[config.mk]
export PLATFORM = sky130hd
export DESIGN_NAME = multichannel_trimmed_mean_filter_flat
export DESIGN_NICKNAME = d
export VERILOG_FILES = /design/src/hw/rtl/mtmf_pkg.sv /design/src/hw/rtl/mtmf_if.sv /design/src/hw/rtl/mtmf_front.sv /design/src/hw/rtl/mtmf_queue.sv /design/src/hw/rtl/mtmf_back.sv /design/src/hw/rtl/multichannel_trimmed_mean_filter.sv /design/src/flat_wrapper.sv
export SDC_FILE = /design/constraint.sdc
export NUM_CORES = 2
export LEC_CHECK = 0
export ABC_AREA = 1
export BUFFER_PORTS_ARGS = -buffer_cell sky130_fd_sc_hd__buf_2
export CORE_ASPECT_RATIO = 1.2
export CORE_MARGIN = 2
export CORE_UTILIZATION = 55
export DETAILED_ROUTE_END_ITERATION = 10
export PLACE_DENSITY = 0.8
export SLEW_MARGIN = 25
export SYNTH_ARGS = -nofsm -noshare
export SYNTH_HDL_FRONTEND = slang
export SYNTH_SLANG_ARGS = --single-unit
[constraint.sdc]
create_clock -name clk_i -period 6.65 [get_ports clk_i]
set_input_delay 0.665 -clock clk_i [delete_from_list [all_inputs] [get_ports clk_i]]
set_output_delay 0.665 -clock clk_i [all_outputs]
set_load 0.05 [all_outputs]
[src/hw/rtl/mtmf_pkg.sv]
// Package for the multichannel trimmed-mean filter: sizes, queue entry type
// and the reciprocal table used by the back end's divider.
// No dependencies.
`default_nettype none

package mtmf_pkg;

  localparam int CHANNELS     = 4;
  localparam int WINDOW       = 4;
  localparam int SAMPLE_WIDTH = 16;

  // channel field width is fixed by the item format
  localparam int CH_W     = 2;
  localparam int CH_IDX_W = (CHANNELS > 1) ? $clog2(CHANNELS) : 1;
  localparam int PTR_W    = $clog2(WINDOW);
  localparam int CNT_W    = $clog2(WINDOW + 1);
  localparam int ADDR_W   = $clog2(CHANNELS * WINDOW);
  localparam int SUM_W    = SAMPLE_WIDTH + $clog2(WINDOW);
  localparam int MAG_W    = SUM_W;
  localparam int RCP_W    = MAG_W + 1;
  localparam int PROD_W   = MAG_W + RCP_W;
  localparam int QD_W     = MAG_W + CNT_W;

  localparam int QUEUE_DEPTH = 2;
  localparam int QPTR_W      = $clog2(QUEUE_DEPTH);
  localparam int QCNT_W      = $clog2(QUEUE_DEPTH + 1);

  localparam longint unsigned POW2K = 64'd1 << MAG_W;

  typedef struct packed {
    logic [CH_W-1:0]                channel;
    logic signed [SAMPLE_WIDTH-1:0] sample;
    logic [PTR_W-1:0]               ptr;
    logic [CNT_W-1:0]               fill;
  } entry_t;

  // floor(2^MAG_W / d); quotient estimate is low by at most one
  function automatic logic [RCP_W-1:0] recip(input logic [CNT_W-1:0] d);
    logic [RCP_W-1:0] r;
    case (int'(d))
      1:       r = RCP_W'(POW2K / 1);
      2:       r = RCP_W'(POW2K / 2);
      3:       r = RCP_W'(POW2K / 3);
      4:       r = RCP_W'(POW2K / 4);
      5:       r = RCP_W'(POW2K / 5);
      6:       r = RCP_W'(POW2K / 6);
      7:       r = RCP_W'(POW2K / 7);
      8:       r = RCP_W'(POW2K / 8);
      9:       r = RCP_W'(POW2K / 9);
      10:      r = RCP_W'(POW2K / 10);
      11:      r = RCP_W'(POW2K / 11);
      12:      r = RCP_W'(POW2K / 12);
      13:      r = RCP_W'(POW2K / 13);
      14:      r = RCP_W'(POW2K / 14);
      15:      r = RCP_W'(POW2K / 15);
      16:      r = RCP_W'(POW2K / 16);
      default: r = '0;
    endcase
    return r;
  endfunction

endpackage

`default_nettype wire

[src/hw/rtl/mtmf_if.sv]
// Valid/ready channel interfaces for samples in and filtered results out.
// Depends on mtmf_pkg for the channel and sample widths.
`default_nettype none

interface mtmf_in_if;
  logic                                   valid;
  logic                                   ready;
  logic [mtmf_pkg::CH_W-1:0]              channel;
  logic signed [mtmf_pkg::SAMPLE_WIDTH-1:0] speed_sample;

  modport source (output valid, output channel, output speed_sample, input ready);
  modport sink   (input valid, input channel, input speed_sample, output ready);
endinterface

interface mtmf_out_if;
  logic                                   valid;
  logic                                   ready;
  logic signed [mtmf_pkg::SAMPLE_WIDTH-1:0] filtered_speed;
  logic                                   window_full;

  modport source (output valid, output filtered_speed, output window_full, input ready);
  modport sink   (input valid, input filtered_speed, input window_full, output ready);
endinterface

`default_nettype wire

[src/hw/rtl/mtmf_front.sv]
// Front end: takes sample items, advances the per-channel write pointer and
// fill count, and pushes a work entry. Depends on mtmf_pkg and mtmf_in_if.
`default_nettype none

module mtmf_front (
  input  wire logic        clk_i,
  input  wire logic        rst_ni,
  mtmf_in_if.sink          sample_i,
  output mtmf_pkg::entry_t push_data_o,
  output logic             push_valid_o,
  input  wire logic        push_ready_i
);

  logic [mtmf_pkg::PTR_W-1:0]    ptr_q  [mtmf_pkg::CHANNELS];
  logic [mtmf_pkg::CNT_W-1:0]    fill_q [mtmf_pkg::CHANNELS];
  logic [mtmf_pkg::CH_IDX_W-1:0] ch_idx;
  logic                          in_range;
  logic [mtmf_pkg::PTR_W-1:0]    ptr_d;
  logic [mtmf_pkg::CNT_W-1:0]    fill_d;
  logic                          take;

  assign ch_idx   = mtmf_pkg::CH_IDX_W'(sample_i.channel);
  assign in_range = (int'(sample_i.channel) < mtmf_pkg::CHANNELS);

  always_comb begin
    if (ptr_q[ch_idx] == mtmf_pkg::PTR_W'(mtmf_pkg::WINDOW - 1)) begin
      ptr_d = '0;
    end else begin
      ptr_d = ptr_q[ch_idx] + 1'b1;
    end
    if (fill_q[ch_idx] == mtmf_pkg::CNT_W'(mtmf_pkg::WINDOW)) begin
      fill_d = fill_q[ch_idx];
    end else begin
      fill_d = fill_q[ch_idx] + 1'b1;
    end
  end

  // drop items for channels that do not exist
  assign sample_i.ready = push_ready_i;
  assign push_valid_o   = sample_i.valid && in_range;
  assign take           = push_valid_o && push_ready_i;

  assign push_data_o.channel = sample_i.channel;
  assign push_data_o.sample  = sample_i.speed_sample;
  assign push_data_o.ptr     = ptr_q[ch_idx];
  assign push_data_o.fill    = fill_d;

  always_ff @(posedge clk_i or negedge rst_ni) begin
    if (!rst_ni) begin
      for (int c = 0; c < mtmf_pkg::CHANNELS; c++) begin
        ptr_q[c]  <= '0;
        fill_q[c] <= '0;
      end
    end else if (take) begin
      ptr_q[ch_idx]  <= ptr_d;
      fill_q[ch_idx] <= fill_d;
    end
  end

endmodule

`default_nettype wire

[src/hw/rtl/mtmf_queue.sv]
// Short FIFO of work entries between the front and back ends.
// Depends on mtmf_pkg.
`default_nettype none

module mtmf_queue (
  input  wire logic              clk_i,
  input  wire logic              rst_ni,
  input  wire logic              push_valid_i,
  output logic                   push_ready_o,
  input  wire mtmf_pkg::entry_t  push_data_i,
  output logic                   pop_valid_o,
  input  wire logic              pop_ready_i,
  output mtmf_pkg::entry_t       pop_data_o
);

  mtmf_pkg::entry_t              slot_q [mtmf_pkg::QUEUE_DEPTH];
  logic [mtmf_pkg::QPTR_W-1:0]   wr_q, rd_q;
  logic [mtmf_pkg::QCNT_W-1:0]   count_q;
  logic                          push, pop;

  assign push_ready_o = (count_q != mtmf_pkg::QCNT_W'(mtmf_pkg::QUEUE_DEPTH));
  assign pop_valid_o  = (count_q != '0);
  assign pop_data_o   = slot_q[rd_q];
  assign push         = push_valid_i && push_ready_o;
  assign pop          = pop_valid_o && pop_ready_i;

  function automatic logic [mtmf_pkg::QPTR_W-1:0] wrap_inc(
      input logic [mtmf_pkg::QPTR_W-1:0] p);
    logic [mtmf_pkg::QPTR_W-1:0] n;
    if (p == mtmf_pkg::QPTR_W'(mtmf_pkg::QUEUE_DEPTH - 1)) begin
      n = '0;
    end else begin
      n = p + 1'b1;
    end
    return n;
  endfunction

  always_ff @(posedge clk_i) begin
    if (push) begin
      slot_q[wr_q] <= push_data_i;
    end
  end

  always_ff @(posedge clk_i or negedge rst_ni) begin
    if (!rst_ni) begin
      wr_q    <= '0;
      rd_q    <= '0;
      count_q <= '0;
    end else begin
      if (push) begin
        wr_q <= wrap_inc(wr_q);
      end
      if (pop) begin
        rd_q <= wrap_inc(rd_q);
      end
      if (push && !pop) begin
        count_q <= count_q + 1'b1;
      end else if (pop && !push) begin
        count_q <= count_q - 1'b1;
      end
    end
  end

endmodule

`default_nettype wire

[src/hw/rtl/mtmf_back.sv]
// Back end: stores the sample, scans the channel's window for sum, max and
// min, divides by reciprocal multiply with one correction, holds the result.
// Depends on mtmf_pkg and mtmf_out_if.
`default_nettype none

module mtmf_back (
  input  wire logic             clk_i,
  input  wire logic             rst_ni,
  input  wire logic             pop_valid_i,
  output logic                  pop_ready_o,
  input  wire mtmf_pkg::entry_t pop_data_i,
  mtmf_out_if.source            result_o
);

  typedef enum logic [4:0] {
    ST_IDLE = 5'b00001,
    ST_SCAN = 5'b00010,
    ST_PREP = 5'b00100,
    ST_MUL  = 5'b01000,
    ST_FIX  = 5'b10000
  } state_e;

  localparam int SW = mtmf_pkg::SAMPLE_WIDTH;

  state_e                               state_q, state_d;
  logic signed [SW-1:0]                 mem [mtmf_pkg::CHANNELS * mtmf_pkg::WINDOW];
  logic signed [SW-1:0]                 rd_data_q;
  logic [mtmf_pkg::ADDR_W-1:0]          wr_addr, rd_addr;
  logic [mtmf_pkg::CH_W-1:0]            ch_q;
  logic [mtmf_pkg::CNT_W-1:0]           n_q, cnt_q, elem;
  logic signed [mtmf_pkg::SUM_W-1:0]    sum_q, num;
  logic signed [SW-1:0]                 hi_q, lo_q;
  logic                                 full, full_q, neg_q;
  logic [mtmf_pkg::MAG_W-1:0]           mag_q, q_est, q_fix;
  logic [mtmf_pkg::CNT_W-1:0]           div_q;
  logic [mtmf_pkg::RCP_W-1:0]           rcp_q;
  logic [mtmf_pkg::PROD_W-1:0]          prod_q;
  logic [mtmf_pkg::QD_W-1:0]            qd, rem;
  logic [mtmf_pkg::MAG_W-1:0]           res;
  logic                                 out_free, scan_done;
  logic                                 out_valid_q, out_full_q;
  logic signed [SW-1:0]                 out_speed_q;

  assign pop_ready_o = (state_q == ST_IDLE);
  assign wr_addr = mtmf_pkg::ADDR_W'(int'(pop_data_i.channel) * mtmf_pkg::WINDOW
                                     + int'(pop_data_i.ptr));
  assign rd_addr = mtmf_pkg::ADDR_W'(int'(ch_q) * mtmf_pkg::WINDOW
                                     + int'(cnt_q[mtmf_pkg::PTR_W-1:0]));
  assign elem      = cnt_q - 1'b1;
  assign scan_done = (cnt_q == mtmf_pkg::CNT_W'(mtmf_pkg::WINDOW));
  assign full      = (n_q == mtmf_pkg::CNT_W'(mtmf_pkg::WINDOW));
  assign out_free  = !out_valid_q || result_o.ready;

  always_ff @(posedge clk_i) begin
    if (state_q == ST_IDLE && pop_valid_i) begin
      mem[wr_addr] <= pop_data_i.sample;
    end
    rd_data_q <= mem[rd_addr];
  end

  always_comb begin
    state_d = state_q;
    unique case (state_q)
      ST_IDLE: if (pop_valid_i) state_d = ST_SCAN;
      ST_SCAN: if (scan_done)   state_d = ST_PREP;
      ST_PREP: state_d = ST_MUL;
      ST_MUL:  state_d = ST_FIX;
      ST_FIX:  if (out_free)    state_d = ST_IDLE;
      default: state_d = ST_IDLE;
    endcase
  end

  // trimmed numerator drops the extremes once the window is full
  assign num = full ? (sum_q - mtmf_pkg::SUM_W'(hi_q) - mtmf_pkg::SUM_W'(lo_q)) : sum_q;

  assign q_est = mtmf_pkg::MAG_W'(prod_q[mtmf_pkg::PROD_W-1:mtmf_pkg::MAG_W]);
  assign qd    = mtmf_pkg::QD_W'(q_est) * mtmf_pkg::QD_W'(div_q);
  assign rem   = mtmf_pkg::QD_W'(mag_q) - qd;
  assign q_fix = (rem >= mtmf_pkg::QD_W'(div_q)) ? q_est + 1'b1 : q_est;
  assign res   = neg_q ? (~q_fix + 1'b1) : q_fix;

  always_ff @(posedge clk_i) begin
    unique case (state_q)
      ST_IDLE: begin
        ch_q <= pop_data_i.channel;
        n_q  <= pop_data_i.fill;
      end
      ST_SCAN: begin
        // data for element cnt-1 is registered and arrives in the cycle after its address
        if (cnt_q == mtmf_pkg::CNT_W'(1)) begin
          sum_q <= mtmf_pkg::SUM_W'(rd_data_q);
          hi_q  <= rd_data_q;
          lo_q  <= rd_data_q;
        end else if (cnt_q != '0) begin
          if (elem < n_q) begin
            sum_q <= sum_q + mtmf_pkg::SUM_W'(rd_data_q);
          end
          if (rd_data_q > hi_q) hi_q <= rd_data_q;
          if (rd_data_q < lo_q) lo_q <= rd_data_q;
        end
      end
      ST_PREP: begin
        neg_q  <= num[mtmf_pkg::SUM_W-1];
        mag_q  <= num[mtmf_pkg::SUM_W-1] ? mtmf_pkg::MAG_W'(-num) : mtmf_pkg::MAG_W'(num);
        div_q  <= full ? mtmf_pkg::CNT_W'(mtmf_pkg::WINDOW - 2) : n_q;
        rcp_q  <= mtmf_pkg::recip(full ? mtmf_pkg::CNT_W'(mtmf_pkg::WINDOW - 2) : n_q);
        full_q <= full;
      end
      ST_MUL: begin
        prod_q <= mtmf_pkg::PROD_W'(mag_q) * mtmf_pkg::PROD_W'(rcp_q);
      end
      ST_FIX: begin
        if (out_free) begin
          out_speed_q <= SW'(res);
          out_full_q  <= full_q;
        end
      end
      default: begin
      end
    endcase
  end

  always_ff @(posedge clk_i or negedge rst_ni) begin
    if (!rst_ni) begin
      state_q     <= ST_IDLE;
      cnt_q       <= '0;
      out_valid_q <= 1'b0;
    end else begin
      state_q <= state_d;
      if (state_q == ST_SCAN) begin
        cnt_q <= scan_done ? '0 : cnt_q + 1'b1;
      end else begin
        cnt_q <= '0;
      end
      if (state_q == ST_FIX && out_free) begin
        out_valid_q <= 1'b1;
      end else if (result_o.ready) begin
        out_valid_q <= 1'b0;
      end
    end
  end

  assign result_o.valid          = out_valid_q;
  assign result_o.filtered_speed = out_speed_q;
  assign result_o.window_full    = out_full_q;

`ifndef SYNTHESIS
  a_div_nonzero: assert property (@(posedge clk_i) disable iff (!rst_ni)
    state_q == ST_FIX |-> div_q != '0)
    else $error("divisor is zero at quotient correction");

  a_rem_bound: assert property (@(posedge clk_i) disable iff (!rst_ni)
    state_q == ST_FIX |-> rem < (mtmf_pkg::QD_W'(div_q) << 1))
    else $error("reciprocal estimate off by more than one");

  a_scan_bound: assert property (@(posedge clk_i) disable iff (!rst_ni)
    state_q == ST_SCAN |-> cnt_q <= mtmf_pkg::CNT_W'(mtmf_pkg::WINDOW))
    else $error("window scan ran past the window");

  a_fill_range: assert property (@(posedge clk_i) disable iff (!rst_ni)
    state_q == ST_PREP |-> (n_q != '0) && (n_q <= mtmf_pkg::CNT_W'(mtmf_pkg::WINDOW)))
    else $error("fill count out of range");

  a_scan_to_prep: assert property (@(posedge clk_i) disable iff (!rst_ni)
    state_q == ST_SCAN && scan_done |=> state_q == ST_PREP)
    else $error("scan end did not reach numerator stage");
`endif

endmodule

`default_nettype wire

[src/hw/rtl/multichannel_trimmed_mean_filter.sv]
// The back end works on one sample at a time; it scans the channel's window
// serially through the single read port of the sample memory.
// The front end and a two-entry queue take up to two samples ahead of the back.
// Reset clears pointers, fill counts, queue and control; the sample memory is
// not cleared, so the block is ready right after reset.
`default_nettype none

module multichannel_trimmed_mean_filter (
  input  wire logic  clk_i,
  input  wire logic  rst_ni,
  mtmf_in_if.sink    sample_i,
  mtmf_out_if.source result_o
);

  mtmf_pkg::entry_t push_data, pop_data;
  logic             push_valid, push_ready;
  logic             pop_valid, pop_ready;

  mtmf_front u_front (
    .clk_i        (clk_i),
    .rst_ni       (rst_ni),
    .sample_i     (sample_i),
    .push_data_o  (push_data),
    .push_valid_o (push_valid),
    .push_ready_i (push_ready)
  );

  mtmf_queue u_queue (
    .clk_i        (clk_i),
    .rst_ni       (rst_ni),
    .push_valid_i (push_valid),
    .push_ready_o (push_ready),
    .push_data_i  (push_data),
    .pop_valid_o  (pop_valid),
    .pop_ready_i  (pop_ready),
    .pop_data_o   (pop_data)
  );

  mtmf_back u_back (
    .clk_i       (clk_i),
    .rst_ni      (rst_ni),
    .pop_valid_i (pop_valid),
    .pop_ready_o (pop_ready),
    .pop_data_i  (pop_data),
    .result_o    (result_o)
  );

endmodule

`default_nettype wire
[src/flat_wrapper.sv]
// flat-port wrapper written by rule: the top's interface ports become plain ports
module multichannel_trimmed_mean_filter_flat 
  (clk_i, rst_ni, sample_i_valid, sample_i_channel, sample_i_speed_sample, sample_i_ready, result_o_valid, result_o_filtered_speed, result_o_window_full, result_o_ready);
  mtmf_in_if sample_i_i ();
  mtmf_out_if result_o_i ();
  input  wire logic clk_i;
  input  wire logic rst_ni;
  input wire logic [$bits(sample_i_i.valid)-1:0] sample_i_valid;
  input wire logic [$bits(sample_i_i.channel)-1:0] sample_i_channel;
  input wire logic [$bits(sample_i_i.speed_sample)-1:0] sample_i_speed_sample;
  output wire logic [$bits(sample_i_i.ready)-1:0] sample_i_ready;
  output wire logic [$bits(result_o_i.valid)-1:0] result_o_valid;
  output wire logic [$bits(result_o_i.filtered_speed)-1:0] result_o_filtered_speed;
  output wire logic [$bits(result_o_i.window_full)-1:0] result_o_window_full;
  input wire logic [$bits(result_o_i.ready)-1:0] result_o_ready;
  assign sample_i_i.valid = sample_i_valid;
  assign sample_i_i.channel = sample_i_channel;
  assign sample_i_i.speed_sample = sample_i_speed_sample;
  assign sample_i_ready = sample_i_i.ready;
  assign result_o_valid = result_o_i.valid;
  assign result_o_filtered_speed = result_o_i.filtered_speed;
  assign result_o_window_full = result_o_i.window_full;
  assign result_o_i.ready = result_o_ready;
  multichannel_trimmed_mean_filter u_core (.clk_i(clk_i), .rst_ni(rst_ni), .sample_i(sample_i_i), .result_o(result_o_i));
endmodule
* After elaboration in Yosys (flattened, before gate mapping) *
Memory sizes are Yosys's and may differ from the RTL's. A register that Yosys moved wholly into a read port is not among the register bits.
Cells that the tools add are included.

word-level totals
  bits in writable memories = 302
  register bits = 183
  word-level logic and storage cells = 146
  bits of input ports = 22
  memories kept = 2
  output and inout port bits = 19

cells by class
  mux-type cells = 45
  equal/unequal tests = 21
  reduce and logical (&&, ||, !) cells = 23
  multipliers = 2
  bitwise gates (word level) = 2
  $add $sub $neg = 17
  $lt $le $gt $ge = 6

memory list
  memory                 words  bits a word  rd ports  clocked after Yosys merged registers in  write ports  line              source
  u_core.u_back.mem      16     16           1         1                                        1            mtmf_back.sv:26   logic signed [SW-1:0] mem [mtmf_pkg::CHANNELS * mtmf_pkg::WINDOW];
  u_core.u_queue.slot_q  2      23           1         0                                        1            mtmf_queue.sv:16  mtmf_pkg::entry_t slot_q [mtmf_pkg::QUEUE_DEPTH];

operator list
  cell                     number
  $pmux W19 S7             1
  $mux W16                 8
  $mux W18                 4
  $mul A18 B19 Y36         1
  $sub A18 B16 Y18         2
  $add A16 B1 Y16 const B  2
  $pmux W5 S5              1
  $eq A3 B3 Y1 const B     7
  $ge A21 B3 Y1            1
  $mul A18 B3 Y21          1
  $mux W3                  7
  $sub A18 B21 Y21         1
  $add A18 B16 Y18         1
  $neg A18 Y18             1
  $mux W17                 1
  $gt A16 B16 Y1           1
  $lt A16 B16 Y1           1
  $not A16 Y16             1
  $mux W5                  3
  $reduce_bool A2 Y1       7
  $bwmux W12               1
  $mux W2                  6
  $reduce_and A3 Y1        4
  $add A4 B2 Y4            2
  29 further kinds         51

* Logic depth before layout (Yosys ltp) *
  word-level depth = 7
  gate-level depth with buffers = 33
  depth with buffers taken out = 30

* Cells and area by module *
Synthesis repeated with hierarchy kept, for this count alone.

unflattened totals
  cells, all modules = 3,633
  area total of the unflattened synthesis = 34,850.9 µm²

modules (own cells, without submodules)
  module      seq. area each (µm²)  cells each  instances  area an instance (µm²)
  mtmf_back   11,957.7              3,323       1          31,617.8
  mtmf_queue  1,481.4               149         1          1,964.4
  mtmf_front  500.5                 161         1          1,268.7

* Worst setup path before layout *
OpenSTA, ideal clock, no wires.

  path kind = reg2reg
  start = register u_core.u_back.rcp_q[8] (netlist name)
  end = register u_core.u_back.prod_q[32] (netlist name), data pin
  arrival = 5.810 ns
  period minus slack after synthesis = 6.062 ns
  setup slack = 0.588 ns
  path buffers = 2
  setup time = 0.252 ns
  cell stages (with the launch flop) = 27
  required time = 6.398 ns
  cells stage by stage = edfxtp_1 > clkbuf_1 > clkbuf_1 > nand2_1 > fa_1 > inv_1 > fa_1 > inv_1 > fa_1 > inv_1 > fa_1 > inv_1 > fa_1 > inv_1 > fa_1 > ha_1 > nand2_1 > nor4_1 > a221oi_1 > o21ai_0 > a21oi_1 > o21ai_0 > nand2_1 > nand2_1 > nand2_1 > nand3_1 > nand2_1

between the ends
  word-level cells in the longest chain between the ends = 1

ends and longest elaborated chain
  element                 line              source
  start, declared         mtmf_back.sv:36   logic [mtmf_pkg::RCP_W-1:0] rcp_q;
  start signal, assigned  mtmf_back.sv:106  rcp_q <= mtmf_pkg::recip(full ? mtmf_pkg::CNT_W'(mtmf_pkg::WINDOW - 2) : n_q);
  $mul A18 B19 Y36        mtmf_back.sv:110  prod_q <= mtmf_pkg::PROD_W'(mag_q) * mtmf_pkg::PROD_W'(rcp_q);
  end signal, assigned    mtmf_back.sv:110
  end, declared           mtmf_back.sv:37   logic [mtmf_pkg::PROD_W-1:0] prod_q;

No other way between the ends.
A chain may end at the register's enable or synchronous reset.

* Worst setup path in the final report *
  start = register u_core.u_back.mag_q[3] (netlist name)
  end = register u_core.u_back.prod_q[32] (netlist name), data pin

between the ends
  word-level cells in the longest chain between the ends = 1

ends and longest elaborated chain
  element                 line              source
  start, declared         mtmf_back.sv:34   logic [mtmf_pkg::MAG_W-1:0] mag_q, q_est, q_fix;
  start signal, assigned  mtmf_back.sv:104  mag_q <= num[mtmf_pkg::SUM_W-1] ? mtmf_pkg::MAG_W'(-num) : mtmf_pkg::MAG_W'(num);
  $mul A18 B19 Y36        mtmf_back.sv:110

No other way between the ends.

==> metrics.yaml <==
placed_design:
  io_buffer_count: 40
  dp_hpwl_um: 63800
  placement.setup.worst_slack_ps: 219
  gp_congestion: 1.01
global_routing:
  grt_start_max_net_pins: 97
  first_global_vias: 25300
  grt_remaining_overflow: 0
  global_route.usage.total_pct: 27.1
  grt_first_pass_wirelength_um: 135000
  antenna_found_initial: 0
routing:
  drt-vias-per-instance: 5.55
  detailroute.via_count: 24800
  antenna_violating_nets_post_route: 0
  detail_route.wl_per_cell_um: 19.1
  starting_drt_drc_count: 2120
  drt_first_pass_iters: 5
  wl_um: 85300
  drc_violations_left: 0
sta:
  grt_setup_unrepaired: "false"
  fin_skew_ps: 18.9
  final_hold_viol_count: 0
  final_period_minus_worst_setup_slack_ps: 6350
  clock.fmax_mhz: 158
  maxSlewViolCount: 0
  setup-violations-final: 0
  max_slew.worst_pin.slew_ps: 952
  period_share_pct: 95.4
  timing.setup.tns_ps: 0
  slew_headroom_pct: 36.5
  final_critical_path_setup_slack_ps: 304
cts:
  clk_pin_slew_ps: 60
  clkSinkCount: 475
  cts_root_buffer: "clkbuf_16"
  tritoncts: "built"
  clock_insertion_delay_worst_skew_ps: 610
  ctsLongestPathBuffers: 3
  cts-htree-levels: 2
  cts_buffers: 49
layout:
  filler_cell_count: 5057
  final_cell_mix: "708 x inv_1, 681 x nand2_1, 426 x edfxtp_1"
  flow.area_growth_from_synthesis_pct: 8.62
  diodes_inserted: 0
  multi_input_comb_area_um2: 17400
  most_common_library_cell_in_the_layout_ignoring_fill_and_taps: "inv_1"
  number_of_nets_in_the_layout: 4150
  ff_latch_area_um2: 13900
  post_route_cells_drive_above_1_share_pct: 7.78
worst_setup_path:
  setup.worst_path.class: "reg -> reg"
  setup.worst_path.start_class: "register"
  cp-end-kind: "register"
  cp_data_arrival_time_ps: 6700
  cp_data_required_time_ps: 7010
  crit_fanout: 7
logic_synthesis:
  edff_count_synth: 426
  synth_area_um2: 34400
  synth_top_flop_cell: "edfxtp_1"
  ys_seq_elements: 475
  synth_warnings: 0
  synth_top_area_share_pct: 37.2
  async_flop_share_pct: 6.95
  synth.yosys.seq_area_share_pct: 40.5
  synth.largest_area_cell: "edfxtp_1"
  synth_top_cells_by_area: "edfxtp_1 37%, fa_1 18%, inv_1 7.7%"
  synth_cell_type_count: 58
  syn_nets: 4106
  syn_inst: 3566
  synth.avg_cell_area_um2: 9.65
floorplanning:
  die_y_um: 278
  die_width_um: 232
  start_util_pct: 55.6
  core_area_um2: 61900
  pin_count: 41
  std_cell_rows: 100
  floorplan.die_area_um2: 64600
worst_hold_path:
  timing.hold.worst.class: "in -> async"
run:
  max_cap_violations: 0
run_status:
  outcome: "finished clean"
Yosys cell counts, types with 25 or more instances:
master	number
nand3_1	83
nor2_1	272
edfxtp_1	426
a21oi_1	104
dfrtp_1	32
xor2_1	63
fa_1	307
inv_1	709
o221ai_1	53
ha_1	211
nand2_2	25
clkbuf_1	112
xnor2_1	34
nand4_1	35
o21ai_0	216
nand2_1	681
state kept, by name (all words and copies together) (netlist names), 2 cells and up:
| signal | count |
|---|---|
| u_core.u_back.ch_q | 2 |
| u_core.u_back.cnt_q | 3 |
| u_core.u_back.div_q | 3 |
| u_core.u_back.hi_q | 16 |
| u_core.u_back.lo_q | 16 |
| u_core.u_back.mag_q | 18 |
| u_core.u_back.mem | 256 |
| u_core.u_back.n_q | 3 |
| u_core.u_back.prod_q | 18 |
| u_core.u_back.rcp_q | 11 |
| u_core.u_back.rd_data_q | 16 |
| u_core.u_back.result_o.filtered_speed | 16 |
| u_core.u_back.state_q | 5 |
| u_core.u_back.sum_q | 18 |
| u_core.u_front.fill_q | 12 |
| u_core.u_front.ptr_q | 8 |
| u_core.u_queue.count_q | 2 |
| u_core.u_queue.slot_q | 46 |
cell type report:
class | instances | share of cell area, %
multi-input combinational | 2251 | 46.4
clock buffer | 56 | 3.38
tap | 816 | 2.73
sequential | 475 | 37.3
timing repair buffer | 116 | 2.06
inverter | 717 | 7.20
clock inverter | 34 | 0.893
worst paths after layout:
check                                               start                                  to  slack [ps]  depth (start not counted)
worst max-delay path               u_core.u_back.mag_q[3]            u_core.u_back.prod_q[32]         300                         24
worst min-delay path                               rst_ni             u_core.u_front.ptr_q[5]         130                          1
worst max register to register     u_core.u_back.mag_q[3]            u_core.u_back.prod_q[32]         300                         24
worst min register to register       u_core.u_back.full_q  u_core.u_back.result_o.window_full         430                          0
max in group asynchronous                          rst_ni              u_core.u_back.cnt_q[0]        5970                          1
min in group clk_i              sample_i_speed_sample[10]        u_core.u_queue.slot_q[0][15]         250                          1
routing by layer:
metal	routed length, um	global-route usage [%]	vias up
met5	0	0	-
met4	5200	14.7	0
met3	5390	3.19	260
met2	43100	47.9	960
met1	31700	32.2	12000
li1	-	-	11500
cell families after synthesis:
kind of cell / count (synthesis) / share of synthesized area, %
AND/OR/NAND/NOR: 1171 / 14.3
buffers and inverters: 840 / 9.24
adder cells (fa/ha/maj): 518 / 25.5
flip-flops: 475 / 40.5
AO/OA/AOI/OAI: 463 / 7.92
XOR/XNOR: 98 / 2.55
multiplexers: 1 / 0.0291
timing repair:
item,4_1_cts,5_1_grt
hold buffers,0,0
gates resized for setup,0,2
buffers inserted,0,7
setup endpoints to repair,0,5
critical path, stage by stage, from the launching register on:
cell and delay, ps:
edfxtp_1 500, buf_4 230, nand2_1 100, fa_1 560
inv_1 70, fa_1 560, fa_1 450, fa_1 550
inv_1 50, fa_1 470, inv_1 50, fa_1 440
ha_1 330, nand2_1 80, nor4_1 270, a221oi_1 140
buf_4 170, o21ai_0 290, a21oi_1 220, o21ai_1 230
nand2_1 70, nand2_1 90, nand2_1 70, nand3_1 70
nand2_1 50
stage by stage:
| step | hold slack (ps) | cell area, um2 | util (%) | std cells |
|---|---|---|---|---|
| floorplan | 369 | 34400 | - | 3566 |
| global placement | 406 | 35700 | 57.7 | 4368 |
| detailed placement | 414 | 35700 | 57.7 | 4368 |
| CTS | 140 | 37300 | 60.3 | 4458 |
| global route | 172 | 37400 | 60.4 | 4465 |
| finish | 131 | 37400 | 60.4 | 4465 |
Power is left out: the tool's default activity adds up to more than one toggle a clock period on the data nets, which glitch-free logic cannot reach.
